`config.mk`:
```
export PLATFORM = sky130hd
export DESIGN_NAME = mic_dc_removal_gain_gate_flat
export DESIGN_NICKNAME = d
export VERILOG_FILES = /design/src/micdc_pkg.sv /design/src/micdc_req_if.sv /design/src/micdc_rsp_if.sv /design/src/mic_dc_removal_gain_gate.sv /design/src/flat_wrapper.sv
export SDC_FILE = /design/constraint.sdc
export NUM_CORES = 1
export LEC_CHECK = 0
export BUFFER_PORTS_ARGS = -buffer_cell sky130_fd_sc_hd__buf_2
export CAP_MARGIN = 10
export CORE_MARGIN = 3
export CORE_UTILIZATION = 25
export CTS_BUF_LIST = sky130_fd_sc_hd__clkbuf_4
export CTS_CLUSTER_SIZE = 10
export DETAILED_ROUTE_END_ITERATION = 16
export RECOVER_POWER = 100
export SYNTH_ARGS = -nofsm -noshare
export SYNTH_HDL_FRONTEND = slang
export SYNTH_SLANG_ARGS = --single-unit
```
`constraint.sdc`:
```
create_clock -name clock -period 18.55 [get_ports clock]
set_clock_uncertainty 0.1 [all_clocks]
set_input_delay 0.9275 -clock clock [delete_from_list [all_inputs] [get_ports clock]]
set_output_delay 0.9275 -clock clock [all_outputs]
set_load 0.01 [all_outputs]
```
`src/micdc_pkg.sv`:
```
// shared types, widths and register codes for the microphone dc removal block
package micdc_pkg;

   localparam int SAMPLE_W = 16;
   localparam int GAIN_W   = 7;
   localparam int GATE_W   = 15;
   localparam int DIFF_W   = SAMPLE_W + 1;
   localparam int PROD_W   = DIFF_W + GAIN_W + 1;
   localparam int DC_SHIFT = 8;
   localparam int CSR_AW   = 3;
   localparam int CSR_DW   = 32;

   localparam logic [GAIN_W-1:0] GAIN_RESET = GAIN_W'(1);
   localparam logic [GATE_W-1:0] GATE_RESET = '0;

   localparam logic signed [SAMPLE_W-1:0] SAT_MAX = 16'sh7fff;
   localparam logic signed [SAMPLE_W-1:0] SAT_MIN = 16'sh8000;

   typedef enum logic [0:0] {
      REG_MIC_GAIN         = 1'b0,
      REG_NOISE_GATE_LEVEL = 1'b1
   } reg_index_type;

   typedef logic signed [SAMPLE_W-1:0] sample_type;

endpackage

```
`src/micdc_req_if.sv`:
```
// input channel: raw sample transaction
interface micdc_req_if;
   logic                  valid;
   logic                  ready;
   micdc_pkg::sample_type mic_sample;
   logic                  end_of_chunk;

   modport source (output valid, output mic_sample, output end_of_chunk, input ready);
   modport sink   (input valid, input mic_sample, input end_of_chunk, output ready);
endinterface

```
`src/micdc_rsp_if.sv`:
```
// result channel: conditioned sample transaction
interface micdc_rsp_if;
   logic                  valid;
   logic                  ready;
   micdc_pkg::sample_type clean_sample;
   logic                  end_of_chunk_out;

   modport source (output valid, output clean_sample, output end_of_chunk_out, input ready);
   modport sink   (input valid, input clean_sample, input end_of_chunk_out, output ready);
endinterface

```
`src/mic_dc_removal_gain_gate.sv`:
```
// top level: dc blocking filter with gain, saturation and noise gate
//
//   channel    direction  transaction          accepted when
//   req_chan   in         mic_sample, eoc      valid && ready
//   rsp_chan   out        clean_sample, eoc    valid && ready
//   csr_*      in/out     apb register access  psel && penable && pwrite && pready
//
// one transaction per cycle while results are taken; input register feeds result register
// the estimate and result come from one pass: subtract, shift, add, multiply, clamp, gate
// reset is synchronous and active high; gain resets to 1, gate level to 0, estimate to 0
// a stalled result holds both stages; the input stage still frees up as results drain
module mic_dc_removal_gain_gate (
   input  logic                                clock,
   input  logic                                reset,
   micdc_req_if.sink                           req_chan,
   micdc_rsp_if.source                         rsp_chan,
   input  logic                                csr_psel,
   input  logic                                csr_penable,
   input  logic                                csr_pwrite,
   input  logic [micdc_pkg::CSR_AW-1:0]        csr_paddr,
   input  logic [micdc_pkg::CSR_DW-1:0]        csr_pwdata,
   output logic [micdc_pkg::CSR_DW-1:0]        csr_prdata,
   output logic                                csr_pready
);

   logic [micdc_pkg::GAIN_W-1:0]   gain_ff, gain_in;
   logic [micdc_pkg::GATE_W-1:0]   gate_ff, gate_in;
   logic                           csr_write;
   micdc_pkg::reg_index_type       csr_index;

   logic                           s1_valid_ff, s1_valid_in;
   micdc_pkg::sample_type          s1_sample_ff, s1_sample_in;
   logic                           s1_eoc_ff, s1_eoc_in;

   logic                           out_valid_ff, out_valid_in;
   micdc_pkg::sample_type          out_sample_ff, out_sample_in;
   logic                           out_eoc_ff, out_eoc_in;

   micdc_pkg::sample_type          est_ff, est_in;

   logic                           out_load;
   logic                           s1_advance;
   logic                           req_take;

   logic signed [micdc_pkg::DIFF_W-1:0]   diff_a;
   logic signed [micdc_pkg::DIFF_W-1:0]   diff_round;
   logic signed [micdc_pkg::DIFF_W-1:0]   step;
   micdc_pkg::sample_type                 est_new;
   logic signed [micdc_pkg::DIFF_W-1:0]   diff_b;
   logic signed [micdc_pkg::PROD_W-1:0]   prod;
   logic signed [micdc_pkg::PROD_W-1:0]   prod_sat;
   logic signed [micdc_pkg::DIFF_W-1:0]   res_wide;
   logic signed [micdc_pkg::DIFF_W-1:0]   gate_pos;
   logic signed [micdc_pkg::DIFF_W-1:0]   gate_neg;
   micdc_pkg::sample_type                 result;

   function automatic logic signed [micdc_pkg::DIFF_W-1:0] DIFF_W_ext(
      input logic signed [micdc_pkg::SAMPLE_W-1:0] v
   );
      return {v[micdc_pkg::SAMPLE_W-1], v};
   endfunction

   // register port
   assign csr_pready = 1'b1;
   assign csr_write  = csr_psel && csr_penable && csr_pwrite && csr_pready;
   assign csr_index  = micdc_pkg::reg_index_type'(csr_paddr[2]);

   always_comb begin
      gain_in = gain_ff;
      gate_in = gate_ff;
      if (csr_write) begin
         case (csr_index)
            micdc_pkg::REG_MIC_GAIN:         gain_in = csr_pwdata[micdc_pkg::GAIN_W-1:0];
            micdc_pkg::REG_NOISE_GATE_LEVEL: gate_in = csr_pwdata[micdc_pkg::GATE_W-1:0];
            default: begin
               gain_in = gain_ff;
               gate_in = gate_ff;
            end
         endcase
      end
   end

   always_comb begin
      case (csr_index)
         micdc_pkg::REG_MIC_GAIN:
            csr_prdata = micdc_pkg::CSR_DW'(gain_ff);
         micdc_pkg::REG_NOISE_GATE_LEVEL:
            csr_prdata = micdc_pkg::CSR_DW'(gate_ff);
         default:
            csr_prdata = '0;
      endcase
   end

   // handshake
   assign out_load   = !out_valid_ff || rsp_chan.ready;
   assign s1_advance = s1_valid_ff && out_load;
   assign req_chan.ready = !s1_valid_ff || out_load;
   assign req_take   = req_chan.valid && req_chan.ready;

   // dc estimate moves by (sample - estimate) / 256, truncated toward zero
   always_comb begin
      diff_a     = DIFF_W_ext(s1_sample_ff) - DIFF_W_ext(est_ff);
      diff_round = diff_a + (diff_a[micdc_pkg::DIFF_W-1]
                            ? micdc_pkg::DIFF_W'((1 << micdc_pkg::DC_SHIFT) - 1)
                            : micdc_pkg::DIFF_W'(0));
      step       = diff_round >>> micdc_pkg::DC_SHIFT;
      est_new    = est_ff + step[micdc_pkg::SAMPLE_W-1:0];
      diff_b     = DIFF_W_ext(s1_sample_ff) - DIFF_W_ext(est_new);
      prod       = micdc_pkg::PROD_W'(diff_b)
                 * $signed({{(micdc_pkg::PROD_W-micdc_pkg::GAIN_W){1'b0}}, gain_ff});
      if (prod > micdc_pkg::PROD_W'(micdc_pkg::SAT_MAX))
         prod_sat = micdc_pkg::PROD_W'(micdc_pkg::SAT_MAX);
      else if (prod < micdc_pkg::PROD_W'(micdc_pkg::SAT_MIN))
         prod_sat = micdc_pkg::PROD_W'(micdc_pkg::SAT_MIN);
      else
         prod_sat = prod;
      res_wide = prod_sat[micdc_pkg::DIFF_W-1:0];
      gate_pos = $signed({{(micdc_pkg::DIFF_W-micdc_pkg::GATE_W){1'b0}}, gate_ff});
      gate_neg = -gate_pos;
      if ((res_wide > gate_neg) && (res_wide < gate_pos))
         result = '0;
      else
         result = res_wide[micdc_pkg::SAMPLE_W-1:0];
   end

   // pipeline next state
   always_comb begin
      s1_valid_in  = s1_valid_ff;
      s1_sample_in = s1_sample_ff;
      s1_eoc_in    = s1_eoc_ff;
      if (req_take) begin
         s1_valid_in  = 1'b1;
         s1_sample_in = req_chan.mic_sample;
         s1_eoc_in    = req_chan.end_of_chunk;
      end else if (s1_advance) begin
         s1_valid_in  = 1'b0;
      end

      out_valid_in  = out_valid_ff;
      out_sample_in = out_sample_ff;
      out_eoc_in    = out_eoc_ff;
      est_in        = est_ff;
      if (s1_advance) begin
         out_valid_in  = 1'b1;
         out_sample_in = result;
         out_eoc_in    = s1_eoc_ff;
         est_in        = est_new;
      end else if (out_valid_ff && rsp_chan.ready) begin
         out_valid_in  = 1'b0;
      end
   end

   always_ff @(posedge clock) begin
      if (reset) begin
         gain_ff      <= micdc_pkg::GAIN_RESET;
         gate_ff      <= micdc_pkg::GATE_RESET;
         est_ff       <= '0;
         s1_valid_ff  <= 1'b0;
         out_valid_ff <= 1'b0;
      end else begin
         gain_ff      <= gain_in;
         gate_ff      <= gate_in;
         est_ff       <= est_in;
         s1_valid_ff  <= s1_valid_in;
         out_valid_ff <= out_valid_in;
      end
   end

   always_ff @(posedge clock) begin
      s1_sample_ff  <= s1_sample_in;
      s1_eoc_ff     <= s1_eoc_in;
      out_sample_ff <= out_sample_in;
      out_eoc_ff    <= out_eoc_in;
   end

   assign rsp_chan.valid            = out_valid_ff;
   assign rsp_chan.clean_sample     = out_sample_ff;
   assign rsp_chan.end_of_chunk_out = out_eoc_ff;

endmodule

```
`src/flat_wrapper.sv`:
```
// flat-port wrapper written by rule: the top's interface ports become plain ports
module mic_dc_removal_gain_gate_flat 
  (clock, reset, csr_psel, csr_penable, csr_pwrite, csr_paddr, csr_pwdata, csr_prdata, csr_pready, req_chan_valid, req_chan_mic_sample, req_chan_end_of_chunk, req_chan_ready, rsp_chan_valid, rsp_chan_clean_sample, rsp_chan_end_of_chunk_out, rsp_chan_ready);
  micdc_req_if req_chan_i ();
  micdc_rsp_if rsp_chan_i ();
  input  logic clock;
  input  logic reset;
  input  logic csr_psel;
  input  logic csr_penable;
  input  logic csr_pwrite;
  input  logic [micdc_pkg::CSR_AW-1:0] csr_paddr;
  input  logic [micdc_pkg::CSR_DW-1:0] csr_pwdata;
  output logic [micdc_pkg::CSR_DW-1:0] csr_prdata;
  output logic csr_pready;
  input wire logic [$bits(req_chan_i.valid)-1:0] req_chan_valid;
  input wire logic [$bits(req_chan_i.mic_sample)-1:0] req_chan_mic_sample;
  input wire logic [$bits(req_chan_i.end_of_chunk)-1:0] req_chan_end_of_chunk;
  output wire logic [$bits(req_chan_i.ready)-1:0] req_chan_ready;
  output wire logic [$bits(rsp_chan_i.valid)-1:0] rsp_chan_valid;
  output wire logic [$bits(rsp_chan_i.clean_sample)-1:0] rsp_chan_clean_sample;
  output wire logic [$bits(rsp_chan_i.end_of_chunk_out)-1:0] rsp_chan_end_of_chunk_out;
  input wire logic [$bits(rsp_chan_i.ready)-1:0] rsp_chan_ready;
  assign req_chan_i.valid = req_chan_valid;
  assign req_chan_i.mic_sample = req_chan_mic_sample;
  assign req_chan_i.end_of_chunk = req_chan_end_of_chunk;
  assign req_chan_ready = req_chan_i.ready;
  assign rsp_chan_valid = rsp_chan_i.valid;
  assign rsp_chan_clean_sample = rsp_chan_i.clean_sample;
  assign rsp_chan_end_of_chunk_out = rsp_chan_i.end_of_chunk_out;
  assign rsp_chan_i.ready = rsp_chan_ready;
  mic_dc_removal_gain_gate u_core (.clock(clock), .reset(reset), .req_chan(req_chan_i), .rsp_chan(rsp_chan_i), .csr_psel(csr_psel), .csr_penable(csr_penable), .csr_pwrite(csr_pwrite), .csr_paddr(csr_paddr), .csr_pwdata(csr_pwdata), .csr_prdata(csr_prdata), .csr_pready(csr_pready));
endmodule
```
==> metrics.txt, run 1 <==
Area Overhead vs Synth 9.08%; Primary FF master, synth dfxtp_1; Die Y-Extent 221 µm; n_diodes 0; Final Max Tran Viols 69; number of global-route vias before repair 9413; Max-Cap Viols 2; slew of the pin with the lowest slew margin 1940 ps; min cycle time layout 17320 ps; Cell Pwr Density 126 mW/mm²; WS Path Type reg2reg; Top Ports 111; layout cells sized above 1 6.67%; most common cell after layout, fill and taps aside inv_1; final setup fails 0; TNS Setup 0 ps; post-route cell area 0.0126 mm²; num rows 77; most frequent cells in the layout inv_1 (189), nand2_1 (131), ha_1 (129), nor2_1 (99), a21oi_1 (93); CTS Buffer Depth 2; Startpoint Class register; Routed Wire Length 28700 µm; final worst path period share 93.4%; routed vias 9675; slowest cell delay on critical path 550 ps; Final Power 0.00159 W; first-pass GRT wire length 46800 µm; first-pass detailed-route iteration total 5; Slowest cell on crit path fa_1; Final Hold Vio Count 0; Avg Inst Size Synth 8.22 µm²; Post-CTS Hold Fix Bufs 0; Die X 221 µm; H-tree levels 3; largest net degree at the start of global routing 41; Synth cell types 86; fin worst setup slack 1230 ps; Placeable Area 0.0449 mm²; Root Driver clkbuf_4; synth warn 0; ys async rst share 0%; pre-CTS setup slack 1080 ps; peak fanout along the critical path 14; setup bufs post-CTS 0; Via density 4.73; GR Overflow Total 0; Seq/Total Area, Yosys 15.8%; DIE AREA 0.0487 mm²; RSZ-0062 raised after global routing false; failing checks max-capacitance violations, max-slew violations; Starting Density 25.6%; min-delay worst type reg2reg; clk_lat worst skew 500 ps; Net count, final 1726; Data arrival, critical path 17490 ps; drt wl/cell 14.0 µm; CTS tree yes; post-placement cell area 0.0124 mm²; dpl hpwl 23900 µm; Fmax 57.7 MHz; initial antenna violation count 0; RePlAce Congestion 0.825; critical path data required time 18720 ps; I/O Buffers 73; clk sinks 74; static leakage power 5.57 nW; Clk pin slew, worst setup/hold paths 130 ps; gr usage total 11.7%; most used cell along the critical path inv_1; Slew headroom -29.4%; maximum vdd drop 0.0526 mV; Mapped Cells 1400; run status complete, but fails checks; Routed Antenna Nets 0; #FFs+latches synth 74; Initial DRC Count 415; number of synthesized flops with an enable pin 34; DRC 0; Post-Syn Area 0.0115 mm²; Fillers 4922; total CTS buffers 9; crit path capture type register
-- critical path: cells and delay by family, from the launching register on --
kind,cells,cell delay (ps)
AO/OA/AOI/OAI,29,6640
adder cells (fa/ha/maj),12,4950
AND/OR/NAND/NOR,19,3350
XOR/XNOR,3,670
buffers and inverters,7,530
multiplexers,1,420
flip-flops,1,380
-- state kept, by name, indices dropped and copies added, names as in the netlist --
name                              flops
u_core.s1_sample_ff                  16
u_core.gate_ff                       15
u_core.rsp_chan.valid                 1
u_core.gain_ff                        7
u_core.rsp_chan.clean_sample         16
u_core.s1_valid_ff                    1
u_core.rsp_chan.end_of_chunk_out      1
u_core.s1_eoc_ff                      1
u_core.est_ff                        16
-- worst paths after layout --
kind | from | end | slack (ps) | cells after the start
hold / removal | u_core.s1_eoc_ff | u_core.rsp_chan.end_of_chunk_out | 340 | 0
hold reg to reg | u_core.s1_eoc_ff | u_core.rsp_chan.end_of_chunk_out | 340 | 0
setup / recovery | u_core.s1_sample_ff[0] | u_core.rsp_chan.clean_sample[5] | 1230 | 71
setup reg to reg | u_core.s1_sample_ff[0] | u_core.rsp_chan.clean_sample[5] | 1230 | 71
-- final cells by class --
| cell class | instances | area [µm²] | share of cell area [%] |
|---|---|---|---|
| Tap cell | 592 | 741 | 5.90 |
| Timing Repair Buffer | 77 | 347 | 2.76 |
| Multi-Input combinational cell | 1098 | 8770 | 69.9 |
| Inverter | 190 | 713 | 5.68 |
| Clock inverter | 5 | 80.1 | 0.638 |
| Sequential cell | 74 | 1820 | 14.5 |
| Clock buffer | 11 | 82.6 | 0.658 |
-- what timing repair did --
| action | 4_1_cts | 5_1_grt |
|---|---|---|
| resized for setup | 0 | 7 |
| endpoints found under the setup margin | 0 | 16 |
| hold endpoints to repair | 0 | 0 |
-- power breakdown --
part | internal, W | total [W] | switching, W
logic | 0.000472 | 0.00125 | 0.000776
clock network | 0.0000576 | 0.000123 | 0.0000650
registers | 0.000203 | 0.000217 | 0.0000132
total | 0.000733 | 0.00159 | 0.000854
-- metal layers --
layer	vias to the layer above	share of wire (%)	GRT usage, %
met4	0	1.7	2.99
met2	194	47	19.7
met1	4649	48	15.8
met5	-	0	0
met3	41	3.2	1.79
li1	4791	-	-
-- stage by stage --
stage,std cells,hold WS [ps],utilization (%)
floorplan,1416,300,-
global placement,2030,303,27.7
detailed placement,2030,305,27.7
CTS,2046,342,28.0
global route,2047,352,28.0
finish,2047,340,28.0
-- logic make-up after synthesis --
kind of cell	count (synthesis)	share of synthesized area (%)
buffers and inverters	245	8.71
AOI/OAI and AO/OA	288	17.0
adders and majority gates	219	29.5
muxes	16	1.48
DFF	74	15.8
other	2	0.0652
and+or+nand+nor	468	20.5
xor gates and xnor gates	88	6.96
-- synthesized netlist by cell type (4+ instances only) --
| cell | n | area share [%] |
|---|---|---|
| a21oi_1 | 94 | 4.1 |
| dfxtp_1 | 40 | 7.0 |
| nand2b_1 | 18 | 0.98 |
| nor3b_1 | 5 | 0.33 |
| nand4_1 | 12 | 0.65 |
| o21a_1 | 10 | 0.65 |
| o22ai_1 | 5 | 0.27 |
| o21ai_0 | 38 | 1.7 |
| xnor2_1 | 54 | 4.1 |
| nand2_1 | 131 | 4.3 |
| fa_1 | 88 | 15 |
| or3_1 | 6 | 0.33 |
| a211o_1 | 6 | 0.46 |
| o21bai_1 | 8 | 0.52 |
| o211ai_1 | 12 | 0.78 |
| or2_2 | 5 | 0.27 |
| a211oi_1 | 15 | 0.98 |
| a21o_1 | 28 | 1.8 |
| nand3b_1 | 5 | 0.33 |
| mux2i_1 | 8 | 0.70 |
| edfxtp_1 | 34 | 8.9 |
| nor4_1 | 6 | 0.33 |
| nor2_1 | 99 | 3.2 |
| and2_1 | 72 | 3.9 |
| nand3_1 | 19 | 0.83 |
| nor2b_1 | 41 | 2.2 |
| a21oi_2 | 4 | 0.30 |
| xor2_1 | 32 | 2.4 |
| a211oi_2 | 4 | 0.43 |
| inv_1 | 189 | 6.2 |
| clkbuf_1 | 32 | 1.0 |
| nor3_1 | 23 | 1.0 |
| mux2_2 | 8 | 0.78 |
| ha_1 | 129 | 14 |
| a31oi_1 | 13 | 0.71 |
| and3_1 | 9 | 0.49 |
| buf_4 | 19 | 1.2 |
| a21boi_0 | 4 | 0.26 |
Power figures use the tool's default switching activity.
==> run 2: changes to the inputs <==
--- a/config.mk
+++ b/config.mk
@@ -6,13 +6,12 @@
 export NUM_CORES = 1
 export LEC_CHECK = 0
 export BUFFER_PORTS_ARGS = -buffer_cell sky130_fd_sc_hd__buf_2
-export CAP_MARGIN = 10
+export CAP_MARGIN = 20
 export CORE_MARGIN = 3
 export CORE_UTILIZATION = 25
 export CTS_BUF_LIST = sky130_fd_sc_hd__clkbuf_4
 export CTS_CLUSTER_SIZE = 10
 export DETAILED_ROUTE_END_ITERATION = 16
-export RECOVER_POWER = 100
 export SYNTH_ARGS = -nofsm -noshare
 export SYNTH_HDL_FRONTEND = slang
 export SYNTH_SLANG_ARGS = --single-unit
==> run 2 against run 1 <==
Effect of this change: the flow now finishes without violations; critical path type unchanged; power increased by 0.27%; largest cell class unchanged; global-route usage unchanged; via count decreased by 0.38%; largest power group unchanged.
==> metrics.txt, run 2 (synthesized netlist as in run 1, its figures left out) <==
slew of the pin with the lowest slew margin 926 ps (-1010 ps); RSZ-0062 raised after global routing false; slowest cell delay on critical path 550 ps (about the same); peak fanout along the critical path 14 (unchanged); Placeable Area 0.0449 mm² (unchanged); Cell Pwr Density 126 mW/mm² (-0.23%); WS Path Type reg2reg; total CTS buffers 9 (unchanged); Die Y-Extent 221 µm (unchanged); initial antenna violation count 0 (unchanged); Via density 4.71 (-0.38%); max layer used met4; setup bufs post-CTS 0 (unchanged); Root Driver clkbuf_4; clk_lat worst skew 500 ps (about the same); gr usage total 11.7% (unchanged); Final Max Tran Viols 0 (-100%); n_diodes 0 (unchanged); dpl hpwl 23900 µm (unchanged); Util after Layout 28.1% (+0.14 points); Max-Cap Viols 0 (-2); WL met1 13700 µm (+0.12%); post-placement cell area 0.0124 mm² (unchanged); Startpoint Class register; Data arrival, critical path 17460 ps (-30 ps); final worst path period share 93.3% (-0.12 points); most frequent cells in the layout inv_1 (189), nand2_1 (131), ha_1 (129), nor2_1 (99), a21oi_1 (93); first-pass GRT wire length 46800 µm (unchanged); most used cell along the critical path inv_1; final setup fails 0 (unchanged); num rows 77 (unchanged); first-pass detailed-route iteration total 5 (unchanged); run status completed; Slew headroom 38.3% (+68 points); Placed Cells incl. Taps 2030 (unchanged); crit path buf inv count 7 (unchanged); routed vias 9638 (-0.38%); non-filler cells in the finished layout 2047 (unchanged); most common cell after layout, fill and taps aside inv_1; DRC 0 (unchanged); Net count, final 1726 (unchanged); Fmax 57.8 MHz (+0.13%); Final Power 0.00159 W (+0.27%); largest net degree at the start of global routing 41 (unchanged); Top Ports 111 (unchanged); Routed met3 length 882 µm (-4.4%); maximum vdd drop 0.0525 mV (-0.28%); crit path capture type register; clk sinks 74 (unchanged); static leakage power 5.70 nW (+2.2%); Final Hold Vio Count 0 (unchanged); post-route cell area 0.0126 mm² (+0.51%); TNS Setup 0 ps (unchanged); Area Overhead vs Synth 9.63%; CTS tree yes; Initial DRC Count 413 (-0.48%); min-delay worst type reg2reg; critical path data required time 18720 ps (about the same); I/O Buffers 73 (unchanged); DIE AREA 0.0487 mm² (unchanged); RePlAce Congestion 0.825 (unchanged); Crit path max-delay family compound AO/OA/AOI/OAI gates; H-tree levels 3 (unchanged); Routed Antenna Nets 0 (unchanged); Slowest cell on crit path fa_1; min cycle time layout 17300 ps (-22.9 ps); number of global-route vias before repair 9413 (unchanged); Clk pin slew, worst setup/hold paths 130 ps (about the same); drt wl/cell 14.0 µm (-0.28%); GR Overflow Total 0 (unchanged); Die X 221 µm (unchanged); Routed Wire Length 28600 µm (-0.28%); met2 WL 13500 µm (-0.52%); Starting Density 25.6% (unchanged); CTS Buffer Depth 2 (unchanged); layout cells sized above 1 9.55% (+2.9 points)
## run 2: power breakdown
group / total, W / internal [W] / leakage, nW / switching, W
logic: 0.00125 / 0.000477 / 4.97 / 0.000776
clock network: 0.000123 / 0.0000576 / 0.0851 / 0.0000650
registers: 0.000216 / 0.000203 / 0.639 / 0.0000127
total: 0.00159 / 0.000738 / 5.70 / 0.000854
## run 2: final timing paths
kind	slack, ps	startpoint	cells past startpoint	to
hold / removal	340	u_core.s1_eoc_ff	0	u_core.rsp_chan.end_of_chunk_out
setup / recovery	1250	u_core.s1_sample_ff[0]	71	u_core.rsp_chan.clean_sample[12]
hold reg to reg	340	u_core.s1_eoc_ff	0	u_core.rsp_chan.end_of_chunk_out
setup reg to reg	1250	u_core.s1_sample_ff[0]	71	u_core.rsp_chan.clean_sample[12]
## run 2: final cells by class
| cell class | count | area, µm² |
|---|---|---|
| clock buffers | 11 | 82.6 |
| inverters | 190 | 713 |
| flip-flops and latches | 74 | 1820 |
| multi-input cells | 1098 | 8790 |
| clock inverters | 5 | 80.1 |
| fillers | 4906 | 32300 |
| well taps | 592 | 741 |
| repair buffers | 77 | 395 |
## run 2: timing repair
| action | CTS | global route |
|---|---|---|
| hold buffers | 0 | 0 |
| setup endpoints to repair | 0 | 16 |
| resized for setup | 0 | 7 |
## run 2: metrics by stage
| step | setup WS (ps) | hold WS, ps |
|---|---|---|
| 2_1_floorplan | 3050 | 300 |
| 3_3_place_gp | 1130 | 303 |
| 3_5_place_dp | 1080 | 305 |
| 4_1_cts | 989 | 342 |
| 5_1_grt | 26.5 | 352 |
| 6_report | 1250 | 337 |
## run 2: layer usage
| metal | global-route usage, % | up-vias |
|---|---|---|
| met5 | 0 | - |
| met1 | 15.8 | 4632 |
| met2 | 19.7 | 175 |
| met3 | 1.79 | 41 |
| met4 | 2.99 | 0 |
| li1 | - | 4790 |
==> run 3: changes to the inputs <==
--- a/config.mk
+++ b/config.mk
@@ -7,6 +7,7 @@
 export LEC_CHECK = 0
 export BUFFER_PORTS_ARGS = -buffer_cell sky130_fd_sc_hd__buf_2
 export CAP_MARGIN = 20
+export CORE_ASPECT_RATIO = 1.75
 export CORE_MARGIN = 3
 export CORE_UTILIZATION = 25
 export CTS_BUF_LIST = sky130_fd_sc_hd__clkbuf_4
==> run 3 against run 2 <==
Effect of this change: power grew 1.1%; combinational power about the same; maximum frequency decreased by 1.4%; sequential share of layout area shrank 0.087 points.
==> metrics.txt, run 3 (synthesized netlist as in run 1, its figures left out) <==
Initial DRC Count 321 (-22%); crit path capture type register; Reg area 0.00182 mm² (unchanged); max layer used met4; RePlAce Congestion 0.894 (+8.4%); final worst path period share 94.6% (+1.4 points); RR Startpoint u_core.s1_sample_ff[0]; Root Driver clkbuf_4; Routed met3 length 915 µm (+3.7%); Slew headroom 35.7% (-2.6 points); num rows 103 (+34%); slew of the pin with the lowest slew margin 961 ps (+34.8 ps); Net count, final 1732 (+0.35%); r2r setup slk 1000 ps (-250 ps); WL met1 11200 µm (-19%); drt wl/cell 15.4 µm (+9.9%); clk_lat worst skew 530 ps (+30 ps); Starting Density 25.4% (-0.26 points); first-pass detailed-route iteration total 4 (-1); CTS tree yes; final setup fails 0 (unchanged); Fillers 4972 (+1.3%); layout cells sized above 1 10.7% (+1.1 points); Util after Layout 28.0% (-0.12 points); Routed Antenna Nets 0 (unchanged); DIE AREA 0.0488 mm² (+0.21%); clk sinks 74 (unchanged); FF-to-FF path depth 78 (+9.9%); Startpoint Class register; min-delay worst type reg2reg; run status completed; critical path data required time 18750 ps (+30 ps); HP Start u_core.gate_ff[13]; Hold Path Sink u_core.gate_ff[13]; WS Path Type reg2reg; DRC 0 (unchanged); most used cell along the critical path inv_1; routed vias 9798 (+1.7%); H-tree levels 3 (unchanged); I/O Buffers 73 (unchanged); Final Power 0.00161 W (+1.1%); Fmax 57.0 MHz (-1.4%); met2 WL 17800 µm (+32%); largest net degree at the start of global routing 41 (unchanged); Post-CTS Hold Fix Bufs 0 (unchanged); peak fanout along the critical path 15 (+1); multi-input logic area 0.00882 mm² (+0.44%); Hold Slack 374 ps (+37.6 ps); worst hold path stage count 2 (+2); CTS Buffer Depth 2 (unchanged); Max-Cap Viols 0 (unchanged); Via density 4.80 (+2.0%); static leakage power 5.74 nW (+0.72%); worst reg2reg endpoint u_core.rsp_chan.clean_sample[14]; Clk pin slew, worst setup/hold paths 160 ps (+30 ps); Placeable Area 0.0454 mm² (+1.0%); first-pass GRT wire length 51100 µm (+9.1%); total CTS buffers 9 (unchanged); gr usage total 12.9% (+1.2 points); Routed Wire Length 31400 µm (+9.6%); Final Hold Vio Count 0 (unchanged); number of global-route vias before repair 10200 (+8.7%); most common cell after layout, fill and taps aside inv_1; min cycle time layout 17550 ps (+253 ps); Area Overhead vs Synth 10.3%; Die X 168 µm (-24%); Top Ports 111 (unchanged); initial antenna violation count 2 (+2); slowest cell delay on critical path 560 ps (about the same); Final Max Tran Viols 0 (unchanged); Die Y-Extent 290 µm (+31%); dpl hpwl 26600 µm (+11%); Slowest cell on crit path fa_1; Cell Pwr Density 127 mW/mm² (+0.45%); Data arrival, critical path 17750 ps (+290 ps); maximum vdd drop 0.0708 mV (+35%); GR Overflow Total 0 (unchanged); most frequent cells in the layout inv_1 (189), nand2_1 (131), ha_1 (129), nor2_1 (98), a21oi_1 (90)
[run 3: changes by cell type in the layout (fill, tap and decap cells not counted), sizes merged]
| cell | delta |
|---|---|
| buf | +7 |
| bufinv | -1 |
| clkbuf | -2 |
| clkinv | -1 |
| diode | +2 |
| inv | +4 |
| o221a | -1 |
[run 3: what timing repair did]
action                     in CTS  in global routing
setup endpoints to repair       0                 16
setup buffers                   0                  2
resized for setup               0                 16
[run 3: worst max-delay path by stage]
stage	from	endpoint	cells after the start
finish	u_core.s1_sample_ff[0]	u_core.rsp_chan.clean_sample[14]	78
global route	u_core.s1_sample_ff[0]	u_core.rsp_chan.clean_sample[5]	80
CTS	u_core.s1_sample_ff[0]	u_core.rsp_chan.clean_sample[3]	73
detailed placement	u_core.s1_sample_ff[0]	u_core.rsp_chan.clean_sample[11]	73
global placement	u_core.s1_sample_ff[0]	u_core.rsp_chan.clean_sample[11]	73
floorplan	u_core.s1_sample_ff[0]	u_core.rsp_chan.clean_sample[10]	84
[run 3: cell type report]
class	instances	area share (%)
diodes	2	0.0394
clock inverters	7	0.641
inverters	190	5.62
multi-input cells	1097	69.5
flip-flops and latches	74	14.3
well taps	577	5.69
repair buffers	84	3.63
clock buffers	9	0.532
[run 3: power breakdown]
group,leakage [nW],switching [W],internal (W)
clock network,0.0798,0.0000736,0.0000433
logic,5.02,0.000788,0.000486
registers,0.639,0.0000139,0.000204
[run 3: through the flow]
step	std cells	instance area (µm²)	setup WS, ps	setup TNS (ps)
floorplan	1416	11600	3050	0
global placement	2020	12400	430	0
detailed placement	2020	12400	393	0
CTS	2036	12600	348	0
global route	2040	12700	-49.3	-525
finish	2040	12700	998	0
[run 3: critical path, delay by kind of cell (launching register included)]
family / cells / cell delay, ps
AO/OA/AOI/OAI: 34 / 7810
adder cells (fa/ha/maj): 11 / 4370
AND/OR/NAND/NOR: 19 / 3010
buffers and inverters: 10 / 920
XOR/XNOR: 4 / 670
flip-flops: 1 / 380
[run 3: layer usage]
metal	GRT usage [%]	vias up
li1	-	4805
met4	6.09	0
met5	0	-
met2	26.1	212
met3	1.65	83
met1	12.5	4698
